--- src/design/caip_pkg.sv ---
`timescale 1ns / 1ps
`default_nettype none

package caip_pkg;

    localparam int IV_LEN_SHORT  = 8;
    localparam int IV_LEN_LONG   = 16;
    localparam int IV_LEN_RESET  = 8;
    localparam int COUNT_BYTES   = 2;
    localparam int ENTRY_BYTES   = 2 + 4;
    localparam int QUEUE_DEPTH_DEF = 3;

    localparam logic KIND_ENTRY   = 1'b0;
    localparam logic KIND_SUMMARY = 1'b1;

    localparam logic [1:0] ST_OK        = 2'd0;
    localparam logic [1:0] ST_BAD_IV    = 2'd1;
    localparam logic [1:0] ST_TRUNCATED = 2'd2;

    typedef struct packed {
        logic [15:0] number;
        logic [15:0] clear_len;
        logic [31:0] prot_len;
    } t_entry;

    typedef struct packed {
        logic [127:0] iv;
        logic [15:0]  total;
        logic [47:0]  sum;
        logic [1:0]   status;
    } t_summary;

    typedef struct packed {
        logic     has_entry;
        t_entry   entry;
        logic     has_summary;
        t_summary summary;
    } t_cmd;

endpackage

`default_nettype wire

--- src/design/cenc_aux_info_parser.sv ---
`timescale 1ns / 1ps
`default_nettype none

// Parses common-encryption sample auxiliary records one byte per transfer, at a sustained
// rate of one byte per clock cycle while the queue has room. The front end assembles
// the IV, the subsample count and each six-byte entry and hands finished results to a short
// queue; the back end drains one result per cycle into the output register unless the
// output stalls, so a byte that completes an entry and also ends the record yields an
// entry and a summary result, which the queue absorbs. The IV length register may only
// be written while no record bytes are in flight.
module cenc_aux_info_parser
    import caip_pkg::*;
#(
    parameter int QUEUE_DEPTH = QUEUE_DEPTH_DEF
) (
    input  wire logic        i_clk,
    input  wire logic        i_rst_n,
    input  wire logic        i_cfg_wr_en,
    input  wire logic [7:0]  i_cfg_wr_data,
    input  wire logic        i_in_valid,
    output logic             o_in_ready,
    input  wire logic [7:0]  i_data_byte,
    input  wire logic        i_end_of_record,
    output logic             o_out_valid,
    input  wire logic        i_out_ready,
    output logic             o_result_kind,
    output logic [15:0]      o_entry_number,
    output logic [15:0]      o_clear_length,
    output logic [31:0]      o_protected_length,
    output logic [63:0]      o_iv_upper,
    output logic [63:0]      o_iv_lower,
    output logic [15:0]      o_entry_total,
    output logic [47:0]      o_byte_sum,
    output logic [1:0]       o_status,
    output logic             o_final_result
);

    logic q_push, q_wr_ready, q_pop, q_rd_valid;
    t_cmd q_wr_cmd, q_rd_cmd;

    caip_front u_front (
        .i_clk           (i_clk),
        .i_rst_n         (i_rst_n),
        .i_cfg_wr_en     (i_cfg_wr_en),
        .i_cfg_wr_data   (i_cfg_wr_data),
        .i_in_valid      (i_in_valid),
        .o_in_ready      (o_in_ready),
        .i_data_byte     (i_data_byte),
        .i_end_of_record (i_end_of_record),
        .i_q_ready       (q_wr_ready),
        .o_q_push        (q_push),
        .o_q_cmd         (q_wr_cmd)
    );

    caip_queue #(
        .QUEUE_DEPTH (QUEUE_DEPTH)
    ) u_queue (
        .i_clk      (i_clk),
        .i_rst_n    (i_rst_n),
        .i_push     (q_push),
        .i_cmd      (q_wr_cmd),
        .o_wr_ready (q_wr_ready),
        .i_pop      (q_pop),
        .o_rd_valid (q_rd_valid),
        .o_rd_cmd   (q_rd_cmd)
    );

    caip_back u_back (
        .i_clk              (i_clk),
        .i_rst_n            (i_rst_n),
        .i_q_valid          (q_rd_valid),
        .i_q_cmd            (q_rd_cmd),
        .o_pop              (q_pop),
        .o_out_valid        (o_out_valid),
        .i_out_ready        (i_out_ready),
        .o_result_kind      (o_result_kind),
        .o_entry_number     (o_entry_number),
        .o_clear_length     (o_clear_length),
        .o_protected_length (o_protected_length),
        .o_iv_upper         (o_iv_upper),
        .o_iv_lower         (o_iv_lower),
        .o_entry_total      (o_entry_total),
        .o_byte_sum         (o_byte_sum),
        .o_status           (o_status),
        .o_final_result     (o_final_result)
    );

endmodule

`default_nettype wire

--- src/design/caip_front.sv ---
`timescale 1ns / 1ps
`default_nettype none

module caip_front
    import caip_pkg::*;
(
    input  wire logic       i_clk,
    input  wire logic       i_rst_n,
    input  wire logic       i_cfg_wr_en,
    input  wire logic [7:0] i_cfg_wr_data,
    input  wire logic       i_in_valid,
    output logic            o_in_ready,
    input  wire logic [7:0] i_data_byte,
    input  wire logic       i_end_of_record,
    input  wire logic       i_q_ready,
    output logic            o_q_push,
    output t_cmd            o_q_cmd
);

    typedef enum logic [4:0] {
        PH_IV    = 5'b00001,
        PH_COUNT = 5'b00010,
        PH_ENTRY = 5'b00100,
        PH_DONE  = 5'b01000,
        PH_BADIV = 5'b10000
    } t_phase;

    logic [7:0]   r_iv_len;
    t_phase       r_phase, n_phase;
    logic [4:0]   r_pos, n_pos;
    logic [127:0] r_iv, n_iv;
    logic [15:0]  r_count, n_count;
    logic [15:0]  r_done, n_done;
    logic [47:0]  r_asm, n_asm;
    logic [47:0]  r_sum, n_sum;
    logic         accept;
    t_cmd         cmd;

    assign o_in_ready = i_q_ready;
    assign accept     = i_in_valid && i_q_ready;

    always_comb begin
        n_phase = r_phase;
        n_pos   = r_pos;
        n_iv    = r_iv;
        n_count = r_count;
        n_done  = r_done;
        n_asm   = r_asm;
        n_sum   = r_sum;
        cmd     = '0;
        if (accept) begin
            case (r_phase)
                PH_IV: begin
                    if (r_iv_len != 8'(IV_LEN_SHORT) && r_iv_len != 8'(IV_LEN_LONG)) begin
                        n_iv    = '0;
                        n_phase = PH_BADIV;
                    end else begin
                        if (!r_pos[4]) begin
                            for (int k = 0; k < 16; k++) begin
                                if (r_pos[3:0] == 4'(k)) begin
                                    n_iv[(15 - k) * 8 +: 8] = i_data_byte;
                                end
                            end
                        end
                        n_pos = r_pos + 5'd1;
                        if ({3'b000, n_pos} >= r_iv_len) begin
                            n_phase = PH_COUNT;
                            n_pos   = '0;
                            n_asm   = '0;
                        end
                    end
                end
                PH_COUNT: begin
                    n_asm = {32'b0, r_asm[7:0], i_data_byte};
                    n_pos = r_pos + 5'd1;
                    if (n_pos >= 5'(COUNT_BYTES)) begin
                        n_count = n_asm[15:0];
                        n_asm   = '0;
                        n_pos   = '0;
                        n_phase = (n_asm[15:0] == 16'd0 && r_asm[7:0] == 8'd0
                                   && i_data_byte == 8'd0) ? PH_DONE : PH_ENTRY;
                    end
                end
                PH_ENTRY: begin
                    n_asm = {r_asm[39:0], i_data_byte};
                    n_pos = r_pos + 5'd1;
                    if (n_pos >= 5'(ENTRY_BYTES)) begin
                        cmd.has_entry       = 1'b1;
                        cmd.entry.number    = r_done;
                        cmd.entry.clear_len = n_asm[47:32];
                        cmd.entry.prot_len  = n_asm[31:0];
                        n_sum  = r_sum + {32'b0, n_asm[47:32]} + {16'b0, n_asm[31:0]};
                        n_done = r_done + 16'd1;
                        n_asm  = '0;
                        n_pos  = '0;
                        if (n_done == r_count) begin
                            n_phase = PH_DONE;
                        end
                    end
                end
                default: begin
                end
            endcase

            if (i_end_of_record) begin
                cmd.has_summary = 1'b1;
                case (n_phase)
                    PH_BADIV: cmd.summary.status = ST_BAD_IV;
                    PH_IV:    cmd.summary.status = ST_TRUNCATED;
                    PH_ENTRY: cmd.summary.status = ST_TRUNCATED;
                    PH_COUNT: cmd.summary.status = (n_pos == 5'd0) ? ST_OK : ST_TRUNCATED;
                    default:  cmd.summary.status = ST_OK;
                endcase
                if (n_phase != PH_BADIV) begin
                    cmd.summary.iv    = n_iv;
                    cmd.summary.total = n_count;
                    cmd.summary.sum   = n_sum;
                end
                n_phase = PH_IV;
                n_pos   = '0;
                n_iv    = '0;
                n_count = '0;
                n_done  = '0;
                n_asm   = '0;
                n_sum   = '0;
            end
        end
    end

    assign o_q_push = accept && (cmd.has_entry || cmd.has_summary);
    assign o_q_cmd  = cmd;

    always_ff @(posedge i_clk) begin
        if (!i_rst_n) begin
            r_iv_len <= 8'(IV_LEN_RESET);
        end else if (i_cfg_wr_en) begin
            r_iv_len <= i_cfg_wr_data;
        end
    end

    always_ff @(posedge i_clk) begin
        if (!i_rst_n) begin
            r_phase <= PH_IV;
            r_pos   <= '0;
            r_iv    <= '0;
            r_count <= '0;
            r_done  <= '0;
            r_asm   <= '0;
            r_sum   <= '0;
        end else begin
            r_phase <= n_phase;
            r_pos   <= n_pos;
            r_iv    <= n_iv;
            r_count <= n_count;
            r_done  <= n_done;
            r_asm   <= n_asm;
            r_sum   <= n_sum;
        end
    end

endmodule

`default_nettype wire

--- src/design/caip_queue.sv ---
`timescale 1ns / 1ps
`default_nettype none

module caip_queue
    import caip_pkg::*;
#(
    parameter int QUEUE_DEPTH = QUEUE_DEPTH_DEF
) (
    input  wire logic i_clk,
    input  wire logic i_rst_n,
    input  wire logic i_push,
    input  wire t_cmd i_cmd,
    output logic      o_wr_ready,
    input  wire logic i_pop,
    output logic      o_rd_valid,
    output t_cmd      o_rd_cmd
);

    localparam int PW = (QUEUE_DEPTH > 1) ? $clog2(QUEUE_DEPTH) : 1;
    localparam int CW = $clog2(QUEUE_DEPTH + 1);

    t_cmd          r_slot [QUEUE_DEPTH];
    logic [PW-1:0] r_wr_ptr, r_rd_ptr;
    logic [CW-1:0] r_fill;
    logic          do_push, do_pop;

    assign o_wr_ready = (r_fill != CW'(QUEUE_DEPTH));
    assign o_rd_valid = (r_fill != '0);
    assign o_rd_cmd   = r_slot[r_rd_ptr];
    assign do_push    = i_push && o_wr_ready;
    assign do_pop     = i_pop && o_rd_valid;

    always_ff @(posedge i_clk) begin
        if (do_push) begin
            r_slot[r_wr_ptr] <= i_cmd;
        end
    end

    always_ff @(posedge i_clk) begin
        if (!i_rst_n) begin
            r_wr_ptr <= '0;
            r_rd_ptr <= '0;
            r_fill   <= '0;
        end else begin
            if (do_push) begin
                r_wr_ptr <= (r_wr_ptr == PW'(QUEUE_DEPTH - 1)) ? '0 : r_wr_ptr + PW'(1);
            end
            if (do_pop) begin
                r_rd_ptr <= (r_rd_ptr == PW'(QUEUE_DEPTH - 1)) ? '0 : r_rd_ptr + PW'(1);
            end
            if (do_push && !do_pop) begin
                r_fill <= r_fill + CW'(1);
            end else if (do_pop && !do_push) begin
                r_fill <= r_fill - CW'(1);
            end
        end
    end

endmodule

`default_nettype wire

--- src/design/caip_back.sv ---
`timescale 1ns / 1ps
`default_nettype none

module caip_back
    import caip_pkg::*;
(
    input  wire logic   i_clk,
    input  wire logic   i_rst_n,
    input  wire logic   i_q_valid,
    input  wire t_cmd   i_q_cmd,
    output logic        o_pop,
    output logic        o_out_valid,
    input  wire logic   i_out_ready,
    output logic        o_result_kind,
    output logic [15:0] o_entry_number,
    output logic [15:0] o_clear_length,
    output logic [31:0] o_protected_length,
    output logic [63:0] o_iv_upper,
    output logic [63:0] o_iv_lower,
    output logic [15:0] o_entry_total,
    output logic [47:0] o_byte_sum,
    output logic [1:0]  o_status,
    output logic        o_final_result
);

    logic        r_out_valid;
    logic        r_entry_sent;
    logic        r_kind;
    t_entry      r_entry;
    t_summary    r_summary;
    logic        r_final;
    logic        slot_free;
    logic        load;
    logic        emit_entry;

    assign slot_free  = !r_out_valid || i_out_ready;
    assign load       = slot_free && i_q_valid;
    assign emit_entry = i_q_cmd.has_entry && !r_entry_sent;
    assign o_pop      = load && (!emit_entry || !i_q_cmd.has_summary);

    always_ff @(posedge i_clk) begin
        if (!i_rst_n) begin
            r_out_valid  <= 1'b0;
            r_entry_sent <= 1'b0;
        end else begin
            if (load) begin
                r_out_valid  <= 1'b1;
                r_entry_sent <= emit_entry && i_q_cmd.has_summary;
            end else if (i_out_ready) begin
                r_out_valid <= 1'b0;
            end
        end
    end

    always_ff @(posedge i_clk) begin
        if (load) begin
            if (emit_entry) begin
                r_kind    <= KIND_ENTRY;
                r_entry   <= i_q_cmd.entry;
                r_summary <= '0;
                r_final   <= !i_q_cmd.has_summary;
            end else begin
                r_kind    <= KIND_SUMMARY;
                r_entry   <= '0;
                r_summary <= i_q_cmd.summary;
                r_final   <= 1'b1;
            end
        end
    end

    assign o_out_valid        = r_out_valid;
    assign o_result_kind      = r_kind;
    assign o_entry_number     = r_entry.number;
    assign o_clear_length     = r_entry.clear_len;
    assign o_protected_length = r_entry.prot_len;
    assign o_iv_upper         = r_summary.iv[127:64];
    assign o_iv_lower         = r_summary.iv[63:0];
    assign o_entry_total      = r_summary.total;
    assign o_byte_sum         = r_summary.sum;
    assign o_status           = r_summary.status;
    assign o_final_result     = r_final;

endmodule

`default_nettype wire

--- config.mk ---
export PLATFORM = sky130hd
export DESIGN_NAME = cenc_aux_info_parser
export DESIGN_NICKNAME = d
export VERILOG_FILES = /design/src/design/caip_pkg.sv /design/src/design/cenc_aux_info_parser.sv /design/src/design/caip_front.sv /design/src/design/caip_queue.sv /design/src/design/caip_back.sv
export SDC_FILE = /design/constraint.sdc
export NUM_CORES = 2
export LEC_CHECK = 0
export ABC_AREA = 1
export BUFFER_PORTS_ARGS = -buffer_cell sky130_fd_sc_hd__clkbuf_2
export CORE_MARGIN = 2
export CORE_UTILIZATION = 44
export CTS_BUF_LIST = sky130_fd_sc_hd__clkbuf_8
export DETAILED_ROUTE_END_ITERATION = 6
export PLACE_DENSITY = 0.57
export SLEW_MARGIN = 20
export SYNTH_ARGS = -nofsm -noshare
export SYNTH_HDL_FRONTEND = slang
export SYNTH_SLANG_ARGS = --single-unit
--- constraint.sdc ---
create_clock -name i_clk -period 29 [get_ports i_clk]
set_clock_uncertainty 0.05 [all_clocks]
set_input_delay 5.8 -clock i_clk [delete_from_list [all_inputs] [get_ports i_clk]]
set_output_delay 5.8 -clock i_clk [all_outputs]
set_load 0.03 [all_outputs]
==> results.toml <==
[detailed_routing]
drt_first_pass_iters = 5
drcViolationCount = 0
vias_per_cell = 5.130
wl_per_cell_um = 19.58
drt-total-wl_um = 144500
drtAntennaViolNets = 0
drtIter0Drc = 3399
vias = 37844

[setup_path]
cp.arrival_ns = 10.21
path_class = "in -> reg"
cp_max_fo = 97
cp-end-kind = "register"
critPathLaunchType = "primary input"
crit_required_ns = 29.60

[synthesis]
synth-seq-cells = 1316
synth_enable_flop_cells = 1040
synth_top_cell_area_share_pct = 54.68
synth_area_leaders = "edfxtp_1 55%, dfxtp_1 9.7%, nand2_1 6.5%"
yosys_warnings = 0
synth_cell_types = 49
synth_cells = 5193
async_flop_share_pct = 0
avgSynthCellArea_um2 = 11.00
yosysTopAreaCell = "edfxtp_1"
ys_seq_area_share_pct = 64.35
synthesis.area_um2 = 57110
synth_nets = 5292
synthFlopType = "edfxtp_1"

[cts]
cts_setup_buffers = 0
worstSkewPairLatency_ns = 0.95
root_buffer = "clkbuf_8"
cts_sinks = 1316
htree_levels = 4
ctsLongestPathBuffers = 3
cts_resized = 0
cts_tree = "yes"
numCtsBuffers = 212
clk_pin_slew_worst_paths_ns = 0.06
cts-hold-fix-buffers = 0

[grt]
antenna_found_initial = 4
grt_pass1_wl_um = 216900
grt_overflow_total = 0
groute.usage.overall_pct = 21.50
first_global_vias = 35477
grt_max_degree = 188

[sta]
clock.fmax_mhz = 104.0
finalCriticalPeriod_ns = 9.615
slew_headroom_pct = 25.87
setup_tns_ns = 0
rsz0062_at_grt = "no"
min_period_over_period_pct = 33.15
worstMarginPinSlew_ns = 1.112
slew_violations = 0
setup_viol = 0
hold_viol = 0

[flow_run]
drv_cap = 0

[cells_and_area]
final_cell_area_um2 = 64060
nets = 5548
drive_gt1_share_pct = 13.81
fill_cells = 11734
areaGrowthSynthToFinish_pct = 12.16
multi_input_area_um2 = 16660
regArea_um2 = 36760

[floorplanning]
die_w_um = 364.3
num_rows = 132
core_area_um2 = 129200
die_y_um = 364.3
ioPinCount = 284
dieArea_um2 = 132700
initial_core_util_pct = 44.22

[power_and_ir_drop]
peakVddDrop_uv = 101.1
powerDensity_nw_per_um2 = 89.54
leakagePower_nw = 23.87

[hold_path]
min-delay-path-class = "reg -> reg"

[place]
dpl.hpwl_um = 88330
port_buffers = 283
postPlaceCellArea_um2 = 59850
gp_congestion = 0.8882

[status]
status = "finished clean"
## layout by cell type, fill, tap and decap left out, drive strengths merged, types with 21 or more instances in the layout
cell and instances:
edfxtp 1040, nand2 991, inv 718, clkbuf 513
a21oi 465, nor2 427, dfxtp 276, o211ai 273
o21ai 215, mux2i 195, nand3 105, clkinv 87
ha 60, buf 48, o22ai 30, a211oi 28
or2 23, nor3 22, xor2 21
## flip-flops by register name, summed over array words and instances, names as in the netlist, 32 cells and up, named ones only
signal	flops
u_back.o_byte_sum	48
u_back.o_iv_lower	64
u_back.o_iv_upper	64
u_back.o_protected_length	32
u_front.r_asm	40
u_front.r_iv	128
u_front.r_sum	48
u_queue.r_slot	780
## cells in the mapped netlist (2+ instances only)
cell and n:
a31oi_1 7, nor2_1 321, clkinv_1 8, clkbuf_1 215, nor3_1 22, nand3_1 102, dfxtp_1 276, nor2_4 101
a21o_1 4, nor4_4 2, buf_6 10, mux2i_1 195, nand2_4 2, o211ai_1 273, o21bai_1 4, nand2_1 985
a2bb2oi_1 8, buf_12 11, nor2_2 4, o21ai_0 212, nand4_1 20, a31o_2 2, buf_1 28, xor2_1 21
nand2_2 4, a211oi_1 28, o21ai_2 2, buf_2 24, inv_1 638, o22ai_1 30, nor4_1 3, xnor2_1 10
ha_1 60, o21a_1 3, nand3_2 3, fa_1 17, a21oi_1 465, edfxtp_1 1040, or2_2 23
## layout make-up
| class | count | area share (%) |
|---|---|---|
| clock buffer | 230 | 4.942 |
| timing repair buffer | 331 | 2.863 |
| antenna | 2 | 0.007813 |
| sequential | 1316 | 57.39 |
| tap | 1742 | 3.402 |
| inverter | 646 | 3.820 |
| clock inverter | 168 | 1.574 |
| multi-input combinational | 2942 | 26.00 |
## final timing paths
path	to	cells past startpoint	start	slack, ns
worst min register to register	u_front.r_iv[123]	2	u_front.r_iv[123]	0.41
worst min-delay path	u_front.r_iv[123]	2	u_front.r_iv[123]	0.41
worst max-delay path	u_queue.r_slot[0][116]	13	i_data_byte[1]	19.39
worst max register to register	u_queue.r_slot[0][116]	19	u_front.r_pos[0]	23.28
## worst max-delay path, stage by stage
cell and delay (ns):
clkbuf_2 0.19, clkinv_1 0.82, nand4_1 0.38, nor3_1 0.07, nand4_1 0.12, o21ai_0 0.07, o21bai_2 0.22, nand2_1 0.07
nand3_2 0.13, nand2_8 0.54, buf_12 0.73, buf_4 0.86, nor2_1 0.14
## metal layers
| layer | GRT usage, % | vias to the layer above | wire (um) |
|---|---|---|---|
| met3 | 4.378 | 199 | 9474 |
| met4 | 6.231 | 0 | 2977 |
| li1 | - | 18316 | - |
| met1 | 31.84 | 18277 | 68120 |
| met2 | 31.87 | 1052 | 63900 |
| met5 | 0 | - | 0 |
## report_power, final
part           total [mW]  switching (mW)  internal, mW
clock network        1.56           0.755         0.809
registers            2.48          0.0988          2.39
logic                1.69            1.28         0.409
## metrics by stage
stage	hold slack (ns)	instances	worst slack (ns)	util, %	total power, mW
after floorplan	0.3922	5193	3.688	-	3.798
after global placement	0.3979	6976	18.34	46.33	4.233
after detailed placement	0.4020	6976	18.31	46.34	4.232
after CTS	0.4111	7374	19.38	49.57	5.812
after global routing	0.4239	7376	19.19	49.60	6.033
final	0.4107	7377	19.39	49.60	5.736
## kinds of logic (layout without fill, tap and decap cells)
| logic type | count (synthesis) | in the layout | synth area share, % |
|---|---|---|---|
| simple gates | 1596 | 1596 | 12.49 |
| compound gates | 1042 | 1042 | 10.68 |
| buf+inv | 935 | 1375 | 6.649 |
| flops | 1316 | 1316 | 64.35 |
| other cells | 0 | 2 | 0 |
| xor+xnor | 31 | 31 | 0.4754 |
| mux | 196 | 196 | 3.437 |
| fa+ha+maj | 77 | 77 | 1.910 |
No activity file was read; power rests on OpenSTA's default activity.
